## src/rtl/blx_pkg.sv

```systemverilog
`default_nettype none

package blx_pkg;

	localparam int unsigned GENE_W      = 32;
	localparam int unsigned FRAC_W      = 16;
	localparam int unsigned ALPHA_SHIFT = 12;
	localparam int unsigned WIDE_W      = GENE_W + FRAC_W - ALPHA_SHIFT;
	localparam int unsigned EXT_W       = WIDE_W + 2;
	localparam int unsigned IVL_STAGES  = 4;
	localparam int unsigned BLD_STAGES  = 2;
	localparam int unsigned NUM_STAGES  = IVL_STAGES + BLD_STAGES;

	localparam logic [FRAC_W-1:0] HALF_PICK    = 16'd32768;
	localparam logic [FRAC_W-1:0] ALPHA_RESET  = 16'd2048;
	localparam logic              BOUNDS_RESET = 1'b1;

	typedef enum logic {
		CFG_ALPHA  = 1'b0,
		CFG_BOUNDS = 1'b1
	} cfg_idx_t;

	typedef struct packed {
		logic [GENE_W-1:0] first_parent;
		logic [GENE_W-1:0] second_parent;
		logic [GENE_W-1:0] lower_bound;
		logic [GENE_W-1:0] upper_bound;
		logic              may_change;
		logic [FRAC_W-1:0] pick_fraction;
		logic [FRAC_W-1:0] blend_fraction;
	} gene_in_t;

	typedef struct packed {
		logic [GENE_W-1:0] ivl_lo;
		logic [GENE_W-1:0] ivl_hi;
		logic [GENE_W-1:0] keep_val;
		logic              may_change;
		logic [FRAC_W-1:0] blend_fraction;
	} ivl_t;

endpackage

`default_nettype wire

```

## src/rtl/blx_interval.sv

```systemverilog
`default_nettype none

module blx_interval
	import blx_pkg::*;
(
	input  wire logic                  clk,
	input  wire logic [IVL_STAGES-1:0] en,
	input  wire gene_in_t              gene,
	input  wire logic [FRAC_W-1:0]     alpha_scale,
	input  wire logic                  bounds_enabled,
	output ivl_t                       ivl
);

	localparam logic signed [EXT_W-1:0] SAT_MAX = EXT_W'(64'sd2147483647);
	localparam logic signed [EXT_W-1:0] SAT_MIN = -EXT_W'(64'sd2147483648);

	// stage 1: order parents, take the span, choose the fixed-gene parent
	logic              swap;
	logic [GENE_W-1:0] lo_s1, hi_s1, diff_s1, lb_s1, ub_s1, keep_s1;
	logic              chg_s1;
	logic [FRAC_W-1:0] blend_s1;

	assign swap = $signed(gene.second_parent) < $signed(gene.first_parent);

	always_ff @(posedge clk) begin
		if (en[0]) begin
			lo_s1    <= swap ? gene.second_parent : gene.first_parent;
			hi_s1    <= swap ? gene.first_parent : gene.second_parent;
			diff_s1  <= swap ? (gene.first_parent - gene.second_parent)
			                 : (gene.second_parent - gene.first_parent);
			lb_s1    <= gene.lower_bound;
			ub_s1    <= gene.upper_bound;
			keep_s1  <= (gene.pick_fraction <= HALF_PICK) ? gene.first_parent
			                                              : gene.second_parent;
			chg_s1   <= gene.may_change;
			blend_s1 <= gene.blend_fraction;
		end
	end

	// stage 2: widening = floor(span * alpha / 4096)
	logic [GENE_W+FRAC_W-1:0] wprod;
	logic [WIDE_W-1:0]        widen_s2;
	logic [GENE_W-1:0]        lo_s2, hi_s2, lb_s2, ub_s2, keep_s2;
	logic                     chg_s2;
	logic [FRAC_W-1:0]        blend_s2;

	assign wprod = {{FRAC_W{1'b0}}, diff_s1} * {{GENE_W{1'b0}}, alpha_scale};

	always_ff @(posedge clk) begin
		if (en[1]) begin
			widen_s2 <= wprod[GENE_W+FRAC_W-1:ALPHA_SHIFT];
			lo_s2    <= lo_s1;
			hi_s2    <= hi_s1;
			lb_s2    <= lb_s1;
			ub_s2    <= ub_s1;
			keep_s2  <= keep_s1;
			chg_s2   <= chg_s1;
			blend_s2 <= blend_s1;
		end
	end

	// stage 3: exact interval ends
	logic [EXT_W-1:0]  a_s3, b_s3;
	logic [GENE_W-1:0] lb_s3, ub_s3, keep_s3;
	logic              chg_s3;
	logic [FRAC_W-1:0] blend_s3;

	always_ff @(posedge clk) begin
		if (en[2]) begin
			a_s3     <= {{(EXT_W-GENE_W){lo_s2[GENE_W-1]}}, lo_s2} - {2'b00, widen_s2};
			b_s3     <= {{(EXT_W-GENE_W){hi_s2[GENE_W-1]}}, hi_s2} + {2'b00, widen_s2};
			lb_s3    <= lb_s2;
			ub_s3    <= ub_s2;
			keep_s3  <= keep_s2;
			chg_s3   <= chg_s2;
			blend_s3 <= blend_s2;
		end
	end

	// stage 4: clamp to the bounds when they are enabled, then saturate to 32 bits
	logic signed [EXT_W-1:0] lb_ext, ub_ext, a_cl, b_cl;
	logic [GENE_W-1:0]       a_sat, b_sat;
	ivl_t                    ivl_s4;

	assign lb_ext = $signed({{(EXT_W-GENE_W){lb_s3[GENE_W-1]}}, lb_s3});
	assign ub_ext = $signed({{(EXT_W-GENE_W){ub_s3[GENE_W-1]}}, ub_s3});

	always_comb begin
		a_cl = $signed(a_s3);
		b_cl = $signed(b_s3);
		if (bounds_enabled && (a_cl < lb_ext)) a_cl = lb_ext;
		if (bounds_enabled && (b_cl > ub_ext)) b_cl = ub_ext;
		if (a_cl > SAT_MAX)      a_sat = SAT_MAX[GENE_W-1:0];
		else if (a_cl < SAT_MIN) a_sat = SAT_MIN[GENE_W-1:0];
		else                     a_sat = a_cl[GENE_W-1:0];
		if (b_cl > SAT_MAX)      b_sat = SAT_MAX[GENE_W-1:0];
		else if (b_cl < SAT_MIN) b_sat = SAT_MIN[GENE_W-1:0];
		else                     b_sat = b_cl[GENE_W-1:0];
	end

	always_ff @(posedge clk) begin
		if (en[3]) begin
			ivl_s4.ivl_lo         <= a_sat;
			ivl_s4.ivl_hi         <= b_sat;
			ivl_s4.keep_val       <= keep_s3;
			ivl_s4.may_change     <= chg_s3;
			ivl_s4.blend_fraction <= blend_s3;
		end
	end

	assign ivl = ivl_s4;

endmodule

`default_nettype wire

```

## src/rtl/blx_blend.sv

```systemverilog
`default_nettype none

module blx_blend
	import blx_pkg::*;
(
	input  wire logic                  clk,
	input  wire logic [BLD_STAGES-1:0] en,
	input  wire ivl_t                  ivl,
	output logic [GENE_W-1:0]          child_gene
);

	// stage 5: signed offset = floor((B - A) * blend / 65536)
	logic signed [GENE_W:0]          span;
	logic signed [FRAC_W:0]          blend_sx;
	logic signed [GENE_W+FRAC_W+1:0] bprod;
	logic [GENE_W-1:0]               offs_s5, a_s5, keep_s5;
	logic                            chg_s5;

	assign span     = $signed({ivl.ivl_hi[GENE_W-1], ivl.ivl_hi})
	                - $signed({ivl.ivl_lo[GENE_W-1], ivl.ivl_lo});
	assign blend_sx = $signed({1'b0, ivl.blend_fraction});
	assign bprod    = span * blend_sx;

	always_ff @(posedge clk) begin
		if (en[0]) begin
			offs_s5 <= bprod[GENE_W+FRAC_W-1:FRAC_W];
			a_s5    <= ivl.ivl_lo;
			keep_s5 <= ivl.keep_val;
			chg_s5  <= ivl.may_change;
		end
	end

	// stage 6: place the child or copy the chosen parent
	logic [GENE_W-1:0] child_s6;

	always_ff @(posedge clk) begin
		if (en[1]) begin
			child_s6 <= chg_s5 ? (a_s5 + offs_s5) : keep_s5;
		end
	end

	assign child_gene = child_s6;

endmodule

`default_nettype wire

```

## src/rtl/blx_alpha_gene_crossover.sv

```systemverilog
// Each accepted input word passes through the interval and blend stages to its output word.
// Throughput: one word per cycle; a stalled output holds the pipeline and
// empty stages still fill, so no word is lost or repeated.
// Reset (arst_n low, asynchronous): all stage valid bits clear,
// alpha_scale returns to 2048 and bounds_enabled to 1.
`default_nettype none

module blx_alpha_gene_crossover
	import blx_pkg::*;
(
	input  wire logic         clk,
	input  wire logic         arst_n,
	// input stream
	input  wire logic         s_axis_tvalid,
	output logic              s_axis_tready,
	// tdata: first_parent[31:0], second_parent[63:32], lower_bound[95:64],
	//        upper_bound[127:96], pick_fraction[143:128], blend_fraction[159:144]
	input  wire logic [159:0] s_axis_tdata,
	// tuser: may_change[0]
	input  wire logic         s_axis_tuser,
	// output stream
	output logic              m_axis_tvalid,
	input  wire logic         m_axis_tready,
	// tdata: child_gene[31:0]
	output logic [31:0]       m_axis_tdata,
	// configuration write channel
	input  wire logic         cfg_valid,
	output logic              cfg_ready,
	input  wire logic         cfg_index,
	input  wire logic [15:0]  cfg_data
);

	// Stage valid bits, declared here since the configuration ready uses them.
	logic [NUM_STAGES-1:0] vld_q;
	logic [NUM_STAGES:0]   adv;

	// Configuration registers. Accept a write only while the pipeline is
	// drained and no input word is offered, so the stages read them directly.
	logic [FRAC_W-1:0] alpha_q;
	logic              bounds_q;

	assign cfg_ready = !(|vld_q) && !s_axis_tvalid;

	always_ff @(posedge clk or negedge arst_n) begin
		if (!arst_n) begin
			alpha_q  <= ALPHA_RESET;
			bounds_q <= BOUNDS_RESET;
		end else if (cfg_valid && cfg_ready) begin
			case (cfg_idx_t'(cfg_index))
				CFG_ALPHA:  alpha_q  <= cfg_data;
				CFG_BOUNDS: bounds_q <= cfg_data[0];
				default:    ;
			endcase
		end
	end

	// Stage valid bits. A stage advances when it is empty or when the stage
	// after it advances, so bubbles collapse under a stalled output.
	always_comb begin
		adv[NUM_STAGES] = m_axis_tready;
		for (int k = NUM_STAGES - 1; k >= 0; k--) begin
			adv[k] = !vld_q[k] || adv[k+1];
		end
	end

	always_ff @(posedge clk or negedge arst_n) begin
		if (!arst_n) begin
			vld_q <= '0;
		end else begin
			if (adv[0]) vld_q[0] <= s_axis_tvalid;
			for (int k = 1; k < NUM_STAGES; k++) begin
				if (adv[k]) vld_q[k] <= vld_q[k-1];
			end
		end
	end

	assign s_axis_tready = adv[0];
	assign m_axis_tvalid = vld_q[NUM_STAGES-1];

	// Unpack the input word.
	gene_in_t gene;

	assign gene.first_parent   = s_axis_tdata[31:0];
	assign gene.second_parent  = s_axis_tdata[63:32];
	assign gene.lower_bound    = s_axis_tdata[95:64];
	assign gene.upper_bound    = s_axis_tdata[127:96];
	assign gene.pick_fraction  = s_axis_tdata[143:128];
	assign gene.blend_fraction = s_axis_tdata[159:144];
	assign gene.may_change     = s_axis_tuser;

	// Stages 1-4: order, widen, extend, clamp and saturate the interval.
	ivl_t ivl;

	blx_interval u_interval (
		.clk            (clk),
		.en             (adv[IVL_STAGES-1:0]),
		.gene           (gene),
		.alpha_scale    (alpha_q),
		.bounds_enabled (bounds_q),
		.ivl            (ivl)
	);

	// Stages 5-6: blend inside the interval, or pass the chosen parent.
	blx_blend u_blend (
		.clk        (clk),
		.en         (adv[NUM_STAGES-1:IVL_STAGES]),
		.ivl        (ivl),
		.child_gene (m_axis_tdata)
	);

endmodule

`default_nettype wire
```

## config.mk

```make
export PLATFORM = sky130hd
export DESIGN_NAME = blx_alpha_gene_crossover
export DESIGN_NICKNAME = d
export VERILOG_FILES = /design/src/rtl/blx_pkg.sv /design/src/rtl/blx_interval.sv /design/src/rtl/blx_blend.sv /design/src/rtl/blx_alpha_gene_crossover.sv
export SDC_FILE = /design/constraint.sdc
export NUM_CORES = 2
export LEC_CHECK = 0
export BUFFER_PORTS_ARGS = -buffer_cell sky130_fd_sc_hd__clkbuf_2
export CAP_MARGIN = 20
export CORE_UTILIZATION = 55
export CTS_BUF_LIST = sky130_fd_sc_hd__clkbuf_2
export DETAILED_ROUTE_END_ITERATION = 7
export PLACE_DENSITY_LB_ADDON = 0.25
export SYNTH_ARGS = -nofsm -noshare
export SYNTH_HDL_FRONTEND = slang
export SYNTH_SLANG_ARGS = --single-unit
export TNS_END_PERCENT = 1
```

## constraint.sdc

```tcl
create_clock -name clk -period 16 [get_ports clk]
set_input_delay 1.6 -clock clk [delete_from_list [all_inputs] [get_ports clk]]
set_output_delay 1.6 -clock clk [all_outputs]
set_load 0.1 [all_outputs]
```

==> impl_metrics.tcl <==
set metrics [dict create \
    clk_latency_ps 1530 \
    ys_ff_latch 876 \
    nNetsFinal 8545 \
    grt_pass1_wl_um 290000 \
    tightestPinTransition_ps 1250 \
    synth_nets 8266 \
    ff2ff_path_depth 34 \
    timing.fmax_mhz 101 \
    min_from "s_axis_tdata[117]" \
    drc_errors 0 \
    multi_input_area_sq_um 41700 \
    dp_hpwl_um 141000 \
    port_buffers 217 \
    clockRootBuffer "clkbuf_2" \
    routed_wirelength_um 185000 \
    finClkSkew_ps 108 \
    regToRegSetupSlack_ps 6130 \
    cts_resized 0 \
    worst_ep_required_time_ps 17250 \
    hold_end "u_interval.ub_s1[21]" \
    rows 133 \
    grt_overflow 0 \
    worstHoldPathCells 1 \
    seq_area_sq_um 26200 \
    grtUsageTotal_pct 28.0 \
    fp.dieW_um 367 \
    async_reset_ff_share_pct 2.63 \
    finalMaxSlewViolations 0 \
    hp-class "input port to flop" \
    die-area_sq_um 135000 \
    cts_setup_buffers 0 \
    cts_tree "done" \
    globalplace.congestion 0.946 \
    avgSynthCellArea_sq_um 11.0 \
    worstSetupPathType "flop to flop" \
    final_common_cell "inv_1" \
    n_fill_cell 10914 \
    cpPeakStageDelay_ps 600 \
    worstReg2RegEnd "u_blend.offs_s5[31]" \
    synth_flop_cell "edfxtp_1" \
    numCtsBuffers 209 \
    layout_min_cycle_time_ps 9870 \
    r2r_start "u_interval.ivl[50]" \
    cts.clk_slew.worst_paths_ps 100 \
    grt_max_degree 146 \
    cp-start-kind "flop" \
    cts.sinks 876 \
    outcome "finished clean" \
    hold_violations 0 \
    area_growth_pct 7.34 \
    syn_inst 6672 \
    synth.cell_area_sq_um 73300 \
    htreeDepth 4 \
    path_max_fanout 16 \
    rsz0062_at_grt "no" \
    cpMostUsedCell "fa_1" \
    worstPathArrival_ps 11120 \
    ctsLongestPathBuffers 3 \
    synth_edf_count 853 \
    grt_pass1_vias 52146 \
    antenna_found_initial 19 \
    drive_gt1_share_pct 10.4 \
    post_cts_hold_buffer_count 15 \
    endpoint_kind "flop" \
    drtPass1Iterations 6 \
    ys_types 89 \
    ant_nets 0 \
    chipHeight_um 367 \
    drt-initial-drc-count 3510 \
    routedWlPerCell_um 20.8 \
    core_area_sq_um 132000 \
    vias 49383 \
    crit_slowest_cell "a311oi_1" \
    maxCapViolCount 0 \
    max_slew_margin_pct 16.9 \
    final_cell_mix "1231 x inv_1, 906 x fa_1, 853 x edfxtp_1" \
    fin_setup_tns_ps 0 \
    start_util_pct 55.6 \
    ys.warnings.count 0 \
    io_pins 218 \
    via_per_inst 5.56 \
    ys_seq_area_share_pct 35.7 \
    fin_crit_sh_pct 61.7 \
    finalSetupViolCount 0 \
]
synthesized netlist by cell type (all sizes together), types with 10 or more instances:
cell type  instances  area (sq um)
xor2              56           490
o21ai            215          1080
a211oi            23           178
nand2b            41           257
and3              24           150
xnor2            170          1490
a31oi             18           119
inv             1233          4630
nand2            821          3080
o211ai            15           118
dfrtp             21           526
ha               505          6320
a221o             66           661
nor4              10          62.6
clkbuf           220           826
or3               11          68.8
nor2             145           547
mux2i             17           170
nor3              50           250
mux2              45           507
buf               21           105
nand4             38           238
a21oi            226          1140
o31ai             16           130
a21boi            13          97.6
and2             401          2510
nand3             48           240
o21bai            32           240
a2111oi           11           104
edfxtp           853         25600
a211o             10          87.6
a221oi            11           109
fa               906         18100
a21o             147          1100
o21a              52           390
nor2b             67           419
registers in the layout, indices dropped and copies added, names as in the netlist, 32 cells and up:
signal,flops
u_blend.a_s5,32
u_blend.child_gene,32
u_blend.keep_s5,32
u_blend.offs_s5,32
u_interval.a_s3,38
u_interval.b_s3,38
u_interval.diff_s1,32
u_interval.hi_s1,32
u_interval.hi_s2,32
u_interval.ivl,113
u_interval.keep_s1,32
u_interval.keep_s2,32
u_interval.keep_s3,32
u_interval.lb_s1,32
u_interval.lb_s2,32
u_interval.lb_s3,32
u_interval.lo_s1,32
u_interval.lo_s2,32
u_interval.ub_s1,32
u_interval.ub_s2,32
u_interval.ub_s3,32
u_interval.widen_s2,36
through the flow:
step	hold slack, ps	std cells	utilization [%]	area [sq um]	setup WS (ps)
floorplan	400	6672	-	73300	2720
global placement	401	8477	58.0	76400	6390
detailed placement	405	8478	58.0	76400	6230
CTS	1.62	8870	59.6	78600	6180
global route	39.1	8876	59.7	78600	5710
finish	235	8879	59.7	78600	6130
logic make-up after synthesis:
group | after synthesis | share of synthesized area [%]
compound gates | 924 | 8.50
xor+xnor | 226 | 2.70
fa+ha+maj | 1415 | 33.4
buf+inv | 1474 | 7.59
flops | 876 | 35.7
mux | 62 | 0.924
simple gates | 1695 | 11.1
metal layers:
metal  global-route usage [%]  wire length (um)  vias up
met1                     35.6             73100    24550
met5                        0                82        -
met4                     11.8              7580       12
met2                     46.0             88500     1947
li1                         -                 -    22442
met3                     6.87             15400      432
area by class of cell:
type                       count  area share, %
antenna                        7         0.0223
clock inverter                84          0.679
timing repair buffer         309           2.38
tap                         1755           2.79
clock buffer                 293           1.86
inverter                    1233           5.89
multi-input combinational   4322           53.0
sequential                   876           33.3
worst max path at each step:
| stage | from | to | slack [ps] |
|---|---|---|---|
| finish | u_interval.ivl[50] | u_blend.offs_s5[31] | 6130 |
| global route | u_interval.ivl[82] | u_blend.offs_s5[31] | 5710 |
| CTS | u_interval.ivl[50] | u_blend.offs_s5[31] | 6180 |
| detailed placement | u_interval.ivl[82] | u_blend.offs_s5[29] | 6230 |
| global placement | u_interval.ivl[82] | u_blend.offs_s5[31] | 6390 |
| floorplan | m_axis_tready | u_interval.blend_s1[0] | 2720 |
worst max-delay path, delay by kind of cell (launching register included):
family / cells / cell delay, ps
buf+inv: 4 / 420
flops: 1 / 430
simple gates: 9 / 1280
fa+ha+maj: 8 / 3710
xor+xnor: 2 / 250
compound gates: 11 / 3470
Power is left out: the tool's default activity adds up to more than one toggle a clock period on the data nets, which glitch-free logic cannot reach.
